--- config.mk ---
export PLATFORM = sky130hd
export DESIGN_NAME = tiny_register_machine_step
export DESIGN_NICKNAME = d
export VERILOG_FILES = /design/src/trms_pkg.sv /design/src/trms_ram.sv /design/src/trms_apb_cfg.sv /design/src/trms_exec.sv /design/src/tiny_register_machine_step.sv
export SDC_FILE = /design/constraint.sdc
export NUM_CORES = 1
export LEC_CHECK = 0
export BUFFER_PORTS_ARGS = -buffer_cell sky130_fd_sc_hd__buf_2
export CAP_MARGIN = 20
export CORE_MARGIN = 2
export CORE_UTILIZATION = 45
export DETAILED_ROUTE_END_ITERATION = 6
export PLACE_DENSITY = 0.63
export SETUP_SLACK_MARGIN = 0.15
export SKIP_LAST_GASP = 1
export SYNTH_ARGS = -nofsm -noshare
export SYNTH_HDL_FRONTEND = slang
export SYNTH_SLANG_ARGS = --single-unit
export TNS_END_PERCENT = 5
--- constraint.sdc ---
create_clock -name aclk -period 12.8 [get_ports aclk]
set_clock_uncertainty 0.05 [all_clocks]
set_input_delay 1.28 -clock aclk [delete_from_list [all_inputs] [get_ports aclk]]
set_output_delay 1.28 -clock aclk [all_outputs]
set_load 0.005 [all_outputs]
--- src/trms_pkg.sv ---
// Package for the tiny register machine step block: widths, operation codes,
// the instruction and control structs. Depends on nothing.
`timescale 1ns / 1ps

package trms_pkg;

    localparam int WORD_BITS_DEF = 32;
    localparam int NUM_REGS_DEF  = 8;
    localparam int PROG_DEPTH    = 256;

    localparam int KIND_W    = 4;
    localparam int REG_IDX_W = 3;
    localparam int IMM_W     = 32;
    localparam int TGT_W     = 8;
    localparam int STEP_W    = 8;
    localparam int PC_W      = 9;

    localparam int S_TDATA_W = 64;
    localparam int M_TDATA_W = 32;
    localparam int M_TUSER_W = 2;

    localparam int APB_ADDR_W = 2;
    localparam int APB_DATA_W = 32;
    localparam logic [APB_ADDR_W-1:0] REG_PROG_LEN = 2'd0;

    typedef enum logic [KIND_W-1:0] {
        KIND_NOP       = 4'd0,
        KIND_LOADCONST = 4'd1,
        KIND_COPY      = 4'd2,
        KIND_ADD       = 4'd3,
        KIND_SUB       = 4'd4,
        KIND_INC       = 4'd5,
        KIND_DEC       = 4'd6,
        KIND_MOVE      = 4'd7,
        KIND_JMP       = 4'd8,
        KIND_JNZ       = 4'd9
    } kind_t;

    typedef struct packed {
        kind_t                       kind;
        logic [REG_IDX_W-1:0]        source_reg;
        logic [REG_IDX_W-1:0]        dest_reg;
        logic [IMM_W-1:0]            immediate;
        logic [TGT_W-1:0]            jump_target;
        logic signed [STEP_W-1:0]    step_x;
        logic signed [STEP_W-1:0]    step_y;
    } instr_t;

    // Outcome of one executed step, handed from the execute unit to the pipeline.
    typedef struct packed {
        logic            wr_en;
        logic            wr_src;
        logic            halted;
        logic            move;
        logic            zero;
        logic [PC_W-1:0] pc;
    } ctl_t;

endpackage

--- src/trms_ram.sv ---
// Generic single-write, single-read synchronous RAM with registered read data.
// Depends on nothing.
`timescale 1ns / 1ps

module trms_ram #(
    parameter int WIDTH = 32,
    parameter int DEPTH = 8,
    localparam int AW   = (DEPTH > 1) ? $clog2(DEPTH) : 1
) (
    input  logic             aclk,
    input  logic             we,
    input  logic [AW-1:0]    waddr,
    input  logic [WIDTH-1:0] wdata,
    input  logic             re,
    input  logic [AW-1:0]    raddr,
    output logic [WIDTH-1:0] rdata
);

    logic [WIDTH-1:0] mem [DEPTH];
    logic [WIDTH-1:0] rdata_reg;

    always_ff @(posedge aclk) begin
        if (we) begin
            mem[waddr] <= wdata;
        end
        if (re) begin
            rdata_reg <= mem[raddr];
        end
    end

    assign rdata = rdata_reg;

endmodule

--- src/trms_apb_cfg.sv ---
// APB configuration register holding the program length.
// Depends on trms_pkg.
`timescale 1ns / 1ps

module trms_apb_cfg
    import trms_pkg::*;
(
    input  logic                  aclk,
    input  logic                  aresetn,
    input  logic                  psel,
    input  logic                  penable,
    input  logic                  pwrite,
    input  logic [APB_ADDR_W-1:0] paddr,
    input  logic [APB_DATA_W-1:0] pwdata,
    output logic [APB_DATA_W-1:0] prdata,
    output logic                  pready,
    output logic [PC_W-1:0]       program_length
);

    logic [PC_W-1:0] prog_len_reg;
    logic [PC_W-1:0] prog_len_next;
    logic            wr_hit;

    assign pready = 1'b1;
    assign wr_hit = psel && penable && pwrite && (paddr == REG_PROG_LEN);

    always_comb begin
        prog_len_next = prog_len_reg;
        if (wr_hit) begin
            prog_len_next = pwdata[PC_W-1:0];
        end
    end

    always_ff @(posedge aclk) begin
        if (!aresetn) begin
            prog_len_reg <= '0;
        end else begin
            prog_len_reg <= prog_len_next;
        end
    end

    assign prdata = (paddr == REG_PROG_LEN) ? APB_DATA_W'(prog_len_reg) : '0;
    assign program_length = prog_len_reg;

endmodule

--- src/trms_exec.sv ---
// Execute unit: decodes one instruction against its operands, the counter and
// the zero flag, and gives the write-back value and step outcome. Depends on trms_pkg.
`timescale 1ns / 1ps

module trms_exec
    import trms_pkg::*;
#(
    parameter int WORD_BITS = WORD_BITS_DEF,
    parameter int NUM_REGS  = NUM_REGS_DEF
) (
    input  instr_t                item,
    input  logic [WORD_BITS-1:0]  op_a,
    input  logic [WORD_BITS-1:0]  op_b,
    input  logic [PC_W-1:0]       pc_in,
    input  logic                  zero_in,
    input  logic [PC_W-1:0]       program_length,
    output logic [WORD_BITS-1:0]  wr_data,
    output ctl_t                  ctl
);

    logic writes;
    logic wr_src;
    logic jumped;
    logic halted;
    logic move;
    logic tgt_in_range;

    assign halted = (pc_in >= program_length) || (32'(pc_in) >= PROG_DEPTH);

    always_comb begin
        writes  = 1'b0;
        wr_src  = 1'b0;
        jumped  = 1'b0;
        wr_data = '0;
        move    = 1'b0;
        case (item.kind)
            KIND_LOADCONST: begin
                writes  = 1'b1;
                wr_src  = 1'b1;
                wr_data = WORD_BITS'(item.immediate);
            end
            KIND_COPY: begin
                writes  = 1'b1;
                wr_data = op_a;
            end
            KIND_ADD: begin
                writes  = 1'b1;
                wr_data = op_a + op_b;
            end
            KIND_SUB: begin
                // Source minus destination, written to the destination.
                writes  = 1'b1;
                wr_data = op_a - op_b;
            end
            KIND_INC: begin
                writes  = 1'b1;
                wr_src  = 1'b1;
                wr_data = op_a + WORD_BITS'(1);
            end
            KIND_DEC: begin
                writes  = 1'b1;
                wr_src  = 1'b1;
                wr_data = op_a - WORD_BITS'(1);
            end
            KIND_MOVE: begin
                move = !halted;
            end
            KIND_JMP: begin
                jumped = 1'b1;
            end
            KIND_JNZ: begin
                jumped = !zero_in;
            end
            default: begin
            end
        endcase
    end

    assign tgt_in_range = wr_src ? (32'(item.source_reg) < NUM_REGS)
                                 : (32'(item.dest_reg) < NUM_REGS);

    assign ctl.move   = move;
    assign ctl.wr_src = wr_src;
    assign ctl.halted = halted;
    assign ctl.wr_en  = writes && !halted && tgt_in_range;
    assign ctl.zero   = (writes && !halted) ? (wr_data == '0) : zero_in;
    assign ctl.pc     = halted ? pc_in
                      : jumped ? PC_W'(item.jump_target)
                      : pc_in + PC_W'(1);

endmodule

--- src/tiny_register_machine_step.sv ---
// Top level of the tiny register machine step block.
// Depends on trms_pkg, trms_apb_cfg, trms_ram and trms_exec.
`timescale 1ns / 1ps

// This block executes one instruction of a small register machine for every
// input transfer and returns one result transfer for each. It takes one
// instruction per clock cycle when the result side keeps up. The operand
// addresses go to the register file in the cycle of the transfer and the
// instruction is held in the read stage; once the output register is free or
// drains, the instruction executes, writes back and loads the output register,
// which presents the result. The register file lives in two
// synchronous RAM copies (one per read port) that are written together; a
// write that lands in the same cycle as the next instruction's read is
// forwarded, so back-to-back dependent instructions see the new value. Every
// register reads as zero after reset through a valid bit per entry, so no
// clearing pass is needed. The counter and zero flag are kept in flip-flops
// and updated in the execute cycle. Once the counter reaches the program
// length, each instruction is answered with halted set and nothing changes.
// The program length is written through the APB port at byte address 0; the
// user must write it only while the block is idle, which the block does not enforce.
module tiny_register_machine_step
    import trms_pkg::*;
#(
    parameter int WORD_BITS = WORD_BITS_DEF,
    parameter int NUM_REGS  = NUM_REGS_DEF
) (
    input  logic                  aclk,
    input  logic                  aresetn,
    // Instruction stream
    input  logic                  s_tvalid,
    output logic                  s_tready,
    // s_tdata from bit 0: source_reg[2:0], dest_reg[5:3], immediate[37:6],
    // jump_target[45:38], step_x[53:46], step_y[61:54], zero fill[63:62]
    input  logic [S_TDATA_W-1:0]  s_tdata,
    // s_tuser: kind[3:0]
    input  logic [KIND_W-1:0]     s_tuser,
    // Result stream
    output logic                  m_tvalid,
    input  logic                  m_tready,
    // m_tdata from bit 0: next_pc[8:0], zero_out[9], move_x[17:10],
    // move_y[25:18], zero fill[31:26]
    output logic [M_TDATA_W-1:0]  m_tdata,
    // m_tuser from bit 0: halted[0], move_valid[1]
    output logic [M_TUSER_W-1:0]  m_tuser,
    // Configuration
    input  logic                  psel,
    input  logic                  penable,
    input  logic                  pwrite,
    input  logic [APB_ADDR_W-1:0] paddr,
    input  logic [APB_DATA_W-1:0] pwdata,
    output logic [APB_DATA_W-1:0] prdata,
    output logic                  pready
);

    localparam int REG_AW = (NUM_REGS > 1) ? $clog2(NUM_REGS) : 1;

    logic [PC_W-1:0] program_length;

    // Read stage registers.
    logic                  s1_valid_reg;
    instr_t                s1_item_reg;
    logic                  s1_fwd_a_reg;
    logic                  s1_fwd_b_reg;
    logic                  s1_vld_a_reg;
    logic                  s1_vld_b_reg;
    logic [WORD_BITS-1:0]  fwd_data_reg;

    // Architectural state in flip-flops.
    logic [PC_W-1:0]       pc_reg;
    logic                  zero_reg;
    logic [NUM_REGS-1:0]   regs_valid_reg;

    // Output register.
    logic                  m_valid_reg;
    logic [PC_W-1:0]       m_pc_reg;
    logic                  m_zero_reg;
    logic                  m_halted_reg;
    logic                  m_move_reg;
    logic [STEP_W-1:0]     m_move_x_reg;
    logic [STEP_W-1:0]     m_move_y_reg;

    instr_t                in_item;
    logic                  s_fire;
    logic                  advance;
    logic [WORD_BITS-1:0]  rd_a;
    logic [WORD_BITS-1:0]  rd_b;
    logic [WORD_BITS-1:0]  op_a;
    logic [WORD_BITS-1:0]  op_b;
    logic [WORD_BITS-1:0]  wr_data;
    ctl_t                  ctl;
    logic                  wr_en;
    logic [REG_IDX_W-1:0]  wr_idx;
    logic [REG_AW-1:0]     wr_addr;
    logic                  rng_a;
    logic                  rng_b;
    logic                  hit_a;
    logic                  hit_b;

    trms_apb_cfg u_cfg (
        .aclk           (aclk),
        .aresetn        (aresetn),
        .psel           (psel),
        .penable        (penable),
        .pwrite         (pwrite),
        .paddr          (paddr),
        .pwdata         (pwdata),
        .prdata         (prdata),
        .pready         (pready),
        .program_length (program_length)
    );

    // Unpack the incoming transfer.
    assign in_item.kind        = kind_t'(s_tuser);
    assign in_item.source_reg  = s_tdata[2:0];
    assign in_item.dest_reg    = s_tdata[5:3];
    assign in_item.immediate   = s_tdata[37:6];
    assign in_item.jump_target = s_tdata[45:38];
    assign in_item.step_x      = s_tdata[53:46];
    assign in_item.step_y      = s_tdata[61:54];

    // The execute stage moves on whenever the output register is free or drains.
    assign advance  = s1_valid_reg && (!m_valid_reg || m_tready);
    assign s_tready = !s1_valid_reg || advance;
    assign s_fire   = s_tvalid && s_tready;

    // Write-back from the execute stage.
    assign wr_en   = advance && ctl.wr_en;
    assign wr_idx  = ctl.wr_src ? s1_item_reg.source_reg : s1_item_reg.dest_reg;
    assign wr_addr = REG_AW'(wr_idx);

    trms_ram #(
        .WIDTH (WORD_BITS),
        .DEPTH (NUM_REGS)
    ) u_ram_a (
        .aclk  (aclk),
        .we    (wr_en),
        .waddr (wr_addr),
        .wdata (wr_data),
        .re    (s_fire),
        .raddr (REG_AW'(in_item.source_reg)),
        .rdata (rd_a)
    );

    trms_ram #(
        .WIDTH (WORD_BITS),
        .DEPTH (NUM_REGS)
    ) u_ram_b (
        .aclk  (aclk),
        .we    (wr_en),
        .waddr (wr_addr),
        .wdata (wr_data),
        .re    (s_fire),
        .raddr (REG_AW'(in_item.dest_reg)),
        .rdata (rd_b)
    );

    // An index past the register count reads as zero; a register never written
    // since reset reads as zero through its valid bit.
    assign rng_a = 32'(in_item.source_reg) < NUM_REGS;
    assign rng_b = 32'(in_item.dest_reg) < NUM_REGS;
    assign hit_a = wr_en && (wr_idx == in_item.source_reg);
    assign hit_b = wr_en && (wr_idx == in_item.dest_reg);

    // A write in the same cycle as the read is not seen by the RAM output, so
    // it is taken from the forwarding register instead.
    assign op_a = s1_fwd_a_reg ? fwd_data_reg : (s1_vld_a_reg ? rd_a : '0);
    assign op_b = s1_fwd_b_reg ? fwd_data_reg : (s1_vld_b_reg ? rd_b : '0);

    trms_exec #(
        .WORD_BITS (WORD_BITS),
        .NUM_REGS  (NUM_REGS)
    ) u_exec (
        .item           (s1_item_reg),
        .op_a           (op_a),
        .op_b           (op_b),
        .pc_in          (pc_reg),
        .zero_in        (zero_reg),
        .program_length (program_length),
        .wr_data        (wr_data),
        .ctl            (ctl)
    );

    // Control state.
    always_ff @(posedge aclk) begin
        if (!aresetn) begin
            s1_valid_reg   <= 1'b0;
            m_valid_reg    <= 1'b0;
            pc_reg         <= '0;
            zero_reg       <= 1'b0;
            regs_valid_reg <= '0;
        end else begin
            if (s_fire) begin
                s1_valid_reg <= 1'b1;
            end else if (advance) begin
                s1_valid_reg <= 1'b0;
            end
            if (advance) begin
                m_valid_reg <= 1'b1;
                pc_reg      <= ctl.pc;
                zero_reg    <= ctl.zero;
            end else if (m_tready) begin
                m_valid_reg <= 1'b0;
            end
            if (wr_en) begin
                regs_valid_reg[wr_addr] <= 1'b1;
            end
        end
    end

    // Payload of the read stage and of the output register.
    always_ff @(posedge aclk) begin
        if (s_fire) begin
            s1_item_reg  <= in_item;
            s1_fwd_a_reg <= hit_a;
            s1_fwd_b_reg <= hit_b;
            s1_vld_a_reg <= rng_a && regs_valid_reg[REG_AW'(in_item.source_reg)];
            s1_vld_b_reg <= rng_b && regs_valid_reg[REG_AW'(in_item.dest_reg)];
            fwd_data_reg <= wr_data;
        end
        if (advance) begin
            m_pc_reg     <= ctl.pc;
            m_zero_reg   <= ctl.zero;
            m_halted_reg <= ctl.halted;
            m_move_reg   <= ctl.move;
            m_move_x_reg <= ctl.move ? s1_item_reg.step_x : '0;
            m_move_y_reg <= ctl.move ? s1_item_reg.step_y : '0;
        end
    end

    assign m_tvalid = m_valid_reg;
    assign m_tdata  = {6'd0, m_move_y_reg, m_move_x_reg, m_zero_reg, m_pc_reg};
    assign m_tuser  = {m_move_reg, m_halted_reg};

endmodule

Yosys cells after proc, flatten, opt, wreduce, memory -nomap -nowiden --
Memories as Yosys holds them, arrays and structs flattened. A register that Yosys moved wholly into a read port is not among the register bits. Index checks and enable logic that the tools add are counted.
Word-level totals: latch bits 0, memory bits (read-only) 0, memories kept 2, memory bits (writable) 512, register bits after elaboration 159
Operators by class: reductions and logical operators 23, divide/modulo/power cells 0, order comparisons 6, bitwise logic cells 1, mux-type cells 26, multipliers 0, shift operators 0, equal/unequal tests 11, add/sub/neg operators 5
Memory list:
- u_ram_a.mem | words 8, width 32, read ports 1, clocked after Yosys merged registers in 1, write ports 1, RTL line trms_ram.sv:19 | logic [WIDTH-1:0] mem [DEPTH];
- u_ram_b.mem | words 8, width 32, read ports 1, clocked after Yosys merged registers in 1, write ports 1, RTL line trms_ram.sv:19
Operators by type and width (number):
- case mux 32 bit (6 select lines) | 1
- two-way mux 32 bit | 4
- adder 32 x 1 -> 32 bit (second input constant) | 1
- adder 32 bit | 1
- zero test 32 bit | 1
- subtractor 32 x 1 -> 32 bit (second input constant) | 1
- subtractor 32 bit | 1
- two-way mux 9 bit | 3
- equality test 4 x 3 -> 1 bit (second input constant) | 4
- two-way mux 1 bit | 13
- < comparator 3 x 4 -> 1 bit (second input constant) | 3
- logical AND 1 bit | 10
- adder 9 x 1 -> 9 bit (second input constant) | 1
- greater-or-equal comparator 9 bit | 1
- greater-or-equal comparator 9 bit (second input constant) | 1
- equality test 4 x 2 -> 1 bit (second input constant) | 2
- equality test 4 bit (second input constant) | 2
- OR 8 bit | 1
- binary-select mux 1 bit (select 3 bit) | 2
- equality test 3 bit | 2
- OR reduction 6 bit | 1
- equality test 4 x 1 -> 1 bit (second input constant) | 1
- zero test 1 bit | 4
- nonzero test 2 bit | 2
- other kinds (7) | 9

Longest topological paths before layout --
word-level depth 9, gate-level depth with buffers 25, gate-level depth less buffers 21

Modules after synthesis --
A second synthesis with hierarchy kept.
Second synthesis, totals: cells, all modules 1908, area total of the unflattened synthesis 32242.2 µm²
Modules (own cells, without submodules):
- trms_ram | cells each 415, seq. area each 8648.3 µm², area an instance 10786.6 µm², times used 2
- tiny_register_machine_step | cells each 355, seq. area each 4304.1 µm², area an instance 5846.9 µm², times used 1
- trms_exec | cells each 647, seq. area each 0.0 µm², area an instance 4175.3 µm², times used 1
- trms_apb_cfg | cells each 76, seq. area each 180.2 µm², area an instance 646.9 µm², times used 1

Worst setup path after synthesis --
No wires, ideal clock.
path type input to register, start in m_tready, end reg fwd_data_reg[0] (enable), slack 6.975 ns, required time 12.205 ns, library setup time 0.545 ns, arrival time 5.229 ns, stages 3, cells stage by stage nor2b_1 nand2_1 and2_1
On the way: word-level cells in the longest chain between the ends 4
Ends and longest elaborated chain:
- start, declared | RTL line tiny_register_machine_step.sv:39 | input logic m_tready,
- logical OR 1 bit | RTL line tiny_register_machine_step.sv:122 | assign advance = s1_valid_reg && (!m_valid_reg || m_tready);
- logical AND 1 bit | RTL line tiny_register_machine_step.sv:122
- logical OR 1 bit | RTL line tiny_register_machine_step.sv:123 | assign s_tready = !s1_valid_reg || advance;
- via s_tready | RTL line tiny_register_machine_step.sv:31 | output logic s_tready,
- logical AND 1 bit | RTL line tiny_register_machine_step.sv:124 | assign s_fire = s_tvalid && s_tready;
- via s_fire | RTL line tiny_register_machine_step.sv:83 | logic s_fire;
- end signal, assigned | RTL line tiny_register_machine_step.sv:218 | fwd_data_reg <= wr_data;
- end, declared | RTL line tiny_register_machine_step.sv:66 | logic [WORD_BITS-1:0] fwd_data_reg;
The timed path passes the listed nets, and every way through them passes these cells. A chain may end at the register's enable or synchronous reset.

==> run summary <==
clock share of power - 41.0%
switching pwr - 909.8 uW
vias post-DR - 14830
Pins Over Slew Limit - 0
Pwr Density - 142.2 mW/mm^2
Die Height - 233.9 um
clock buffer depth - 3
main combinational cell family by area after synthesis - multiplexers
switching share of power - 23.83%
critical path endpoint category - register
Pint - 2908 uW
largest net degree at the start of global routing - 70
Ant. Diodes - 0
cell area after synthesis - 0.02379 sq mm
ANT nets after route - 0
vias in the first global route - 15060
all-layer global routing usage - 21.64%
Post-synth ARST share - 0%
I/O pin cnt - 178
Slew @ Worst Pin - 1.133 ns
first-pass GRT wire length - 88600 um
synth-to-layout area growth - 12.84%
Yosys cell types - 78
Routed WL per cell - 23.80 um
First DRT Iteration DRCs - 1190
number of synthesized register bits - 479
fmax - 0.1367 GHz
setup_tns - 0 ns
Max Cap Violations - 0
RePlAce Congestion - 0.9405
CTS Root Cell - clkbuf_16
setup violators final - 0
CTS clk-pin slew, worst paths - 0.06 ns
Flop pwr share - 47.5%
Tmin final - 7.315 ns
CP Data Required Time - 13.16 ns
P_leak - 0.009276 uW
CP Launch Type - register
post-synthesis mux area share - 16.52%
layout cells sized above 1 - 26.10%
die width - 233.9 um
CTS tree - done
die area - 0.05472 sq mm
Compound-Gate Fraction of Synth Area - 10.22%
first-pass iteration count of the detailed router - 5
Seq/Total Area, Yosys - 59.24%
Placed Cells - 2368
endpoints failing hold - 0
Synth Area in Adders - 2.240%
CP Class - register to register
syn avg cell area - 14.56 sq um
simple logic cell fraction of the synthesized area - 6.716%
RSZ-0062 raised after global routing - false
Num Clock Sinks - 479
Residual DRC - 0
post-synthesis cell count - 1634
Rows - 84
CP arrival - 7.67 ns
drt via density - 6.012
Buffers on Ports - 122
final WL - 58700 um
status - complete, no violations
CTS hold repair buffers - 0
Max VDD drop - 0.1112 mV
Top FF cell, synth - edfxtp_1
GRT overflow - 0
Core Box Area - 0.05245 sq mm
CTS Buf Count - 51
worst min-delay path class - register to register
worst-path fanout max - 50
# H-tree levels - 2
worst-skew pair later-pin latency - 0.61 ns
Final nets - 1888
post-CTS sizing - 0
Post-synth EDFFs - 450
fin crit share - 57.15%
max reg flops - 224
Starting Density - 45.36%
Non-Filler Instances - 2466
Detail Placement HPWL - 36830 um
Post-CTS Setup Inserts - 0
max_slew headroom - 24.48%
initial antenna violation count - 1
xor/xnor share of the synthesized area - 1.804%
synth warn - 0
Combinational Power Share - 11.5%
==> critical path: stages, from the launching register on <==
cell and delay (ns):
edfxtp_1 0.32, buf_4 0.50, nand2b_1 0.43, o21a_1 0.28
and4_1 0.39, nand2_1 0.36, nor2_1 0.25, and2_1 0.23
nor2b_1 0.32, nand2_1 0.11, xnor2_1 0.13, o21ai_0 0.19
ha_1 0.36, a21oi_1 0.31, o21ai_0 0.20, a311oi_1 0.58
nor3_1 0.11, a221o_1 0.30, or3_1 0.37, nor4_1 0.37
and4_1 0.34, nand4b_1 0.25, o31ai_1 0.37
==> layer usage <==
| metal | GRT usage (%) | vias to the layer above | wire length [um] |
|---|---|---|---|
| li1 | - | 6675 | - |
| met1 | 29.01 | 7546 | 24830 |
| met2 | 36.34 | 499 | 28700 |
| met3 | 2.833 | 105 | 3440 |
| met4 | 7.773 | 0 | 1726 |
| met5 | 0 | - | 0 |
==> power by group through the flow <==
stage	clock, uW	combinational (uW)	sequential (uW)
2_1_floorplan	0	321	1840
3_3_place_gp	0	429	1850
6_report	1570	439	1810
3_5_place_dp	0	436	1850
5_1_grt	1660	483	1820
4_1_cts	1600	439	1810
==> cell usage in the layout (no fill, tap or decap), drive strengths merged, types with 5 or more instances in the layout <==
cell / netlist / layout
xnor2: 35 / 35
ha: 41 / 41
conb: 2 / 30
o21ai: 112 / 112
a221o: 8 / 8
or3: 6 / 6
a211oi: 10 / 10
nand2: 87 / 87
nor2b: 24 / 24
bufinv: 0 / 10
and3: 8 / 8
a21oi: 53 / 53
and4: 5 / 5
inv: 29 / 32
buf: 69 / 155
a31oi: 9 / 9
a22o: 35 / 35
mux4: 132 / 132
dfxtp: 29 / 29
clkinv: 0 / 21
and2: 24 / 24
nor4: 11 / 11
nand3: 20 / 20
nand2b: 11 / 11
a21boi: 5 / 5
o211ai: 14 / 14
edfxtp: 450 / 450
mux2: 69 / 69
o21a: 22 / 22
nand4: 11 / 11
xor2: 14 / 14
a22oi: 45 / 45
nor3: 25 / 25
o31ai: 6 / 6
mux2i: 18 / 18
a21o: 7 / 7
clkbuf: 66 / 58
nor2: 66 / 66
==> cell families after synthesis <==
kind of cell,Yosys count
flip-flops,479
AO/OA/AOI/OAI,363
AND/OR/NAND/NOR,316
multiplexers,219
buffers and inverters,164
XOR/XNOR,49
adder cells (fa/ha/maj),42
other,2
==> cells in the mapped netlist, types with 10 or more instances <==
library cell | count | share of area (%)
edfxtp_1 | 450 | 57
mux4_2 | 132 | 12
o21ai_0 | 112 | 2.4
nand2_1 | 87 | 1.4
mux2_2 | 69 | 3.3
nor2_1 | 66 | 1.0
clkbuf_1 | 65 | 1.0
a21oi_1 | 53 | 1.1
a22oi_1 | 42 | 1.3
ha_1 | 41 | 2.2
a22o_1 | 35 | 1.3
xnor2_1 | 35 | 1.3
buf_4 | 33 | 1.0
dfxtp_1 | 29 | 2.4
inv_1 | 29 | 0.46
buf_1 | 25 | 0.39
and2_1 | 24 | 0.63
nor3_1 | 24 | 0.50
nor2b_1 | 23 | 0.60
o21a_1 | 22 | 0.69
nand3_1 | 20 | 0.42
mux2i_1 | 18 | 0.76
o211ai_1 | 14 | 0.44
xor2_1 | 14 | 0.52
nand2b_1 | 11 | 0.29
nand4_1 | 11 | 0.29
nor4_1 | 11 | 0.29
a211oi_1 | 10 | 0.32
==> final cells by class <==
| type | count | area (sq um) |
|---|---|---|
| multi-input combinational | 1019 | 9110 |
| timing repair buffer | 157 | 883.3 |
| clock buffer | 57 | 1330 |
| inverter | 29 | 108.9 |
| tap | 688 | 860.8 |
| clock inverter | 37 | 457.9 |
| sequential | 479 | 14090 |
| fill | 4367 | 25600 |
==> worst paths after layout <==
kind	from	endpoint	slack [ns]	cells past startpoint
worst min-delay path	regs_valid_reg[4]$_SDFFE_PN0P_	regs_valid_reg[4]$_SDFFE_PN0P_	0.44	1
worst min register to register	regs_valid_reg[4]$_SDFFE_PN0P_	regs_valid_reg[4]$_SDFFE_PN0P_	0.44	1
worst max-delay path	s1_fwd_b_reg$_DFFE_PP_	m_zero_reg$_DFFE_PP_	5.49	22
worst max register to register	s1_fwd_b_reg$_DFFE_PP_	m_zero_reg$_DFFE_PP_	5.49	22
==> metrics by stage <==
step / hold WS [ns] / total power, uW / utilization (%) / instance area, sq um / worst slack (ns)
final: 0.4390 / 3818 / 51.19 / 26840 / 5.485
after global routing: 0.4550 / 3959 / 51.19 / 26840 / 5.034
after CTS: 0.4415 / 3853 / 51.13 / 26810 / 5.256
after detailed placement: 0.4268 / 2282 / 47.72 / 25030 / 5.308
after global placement: 0.4095 / 2274 / 47.72 / 25030 / 5.389
after floorplan: 0.4019 / 2159 / - / 23900 / 6.975
(Power assumes the default switching activity.)
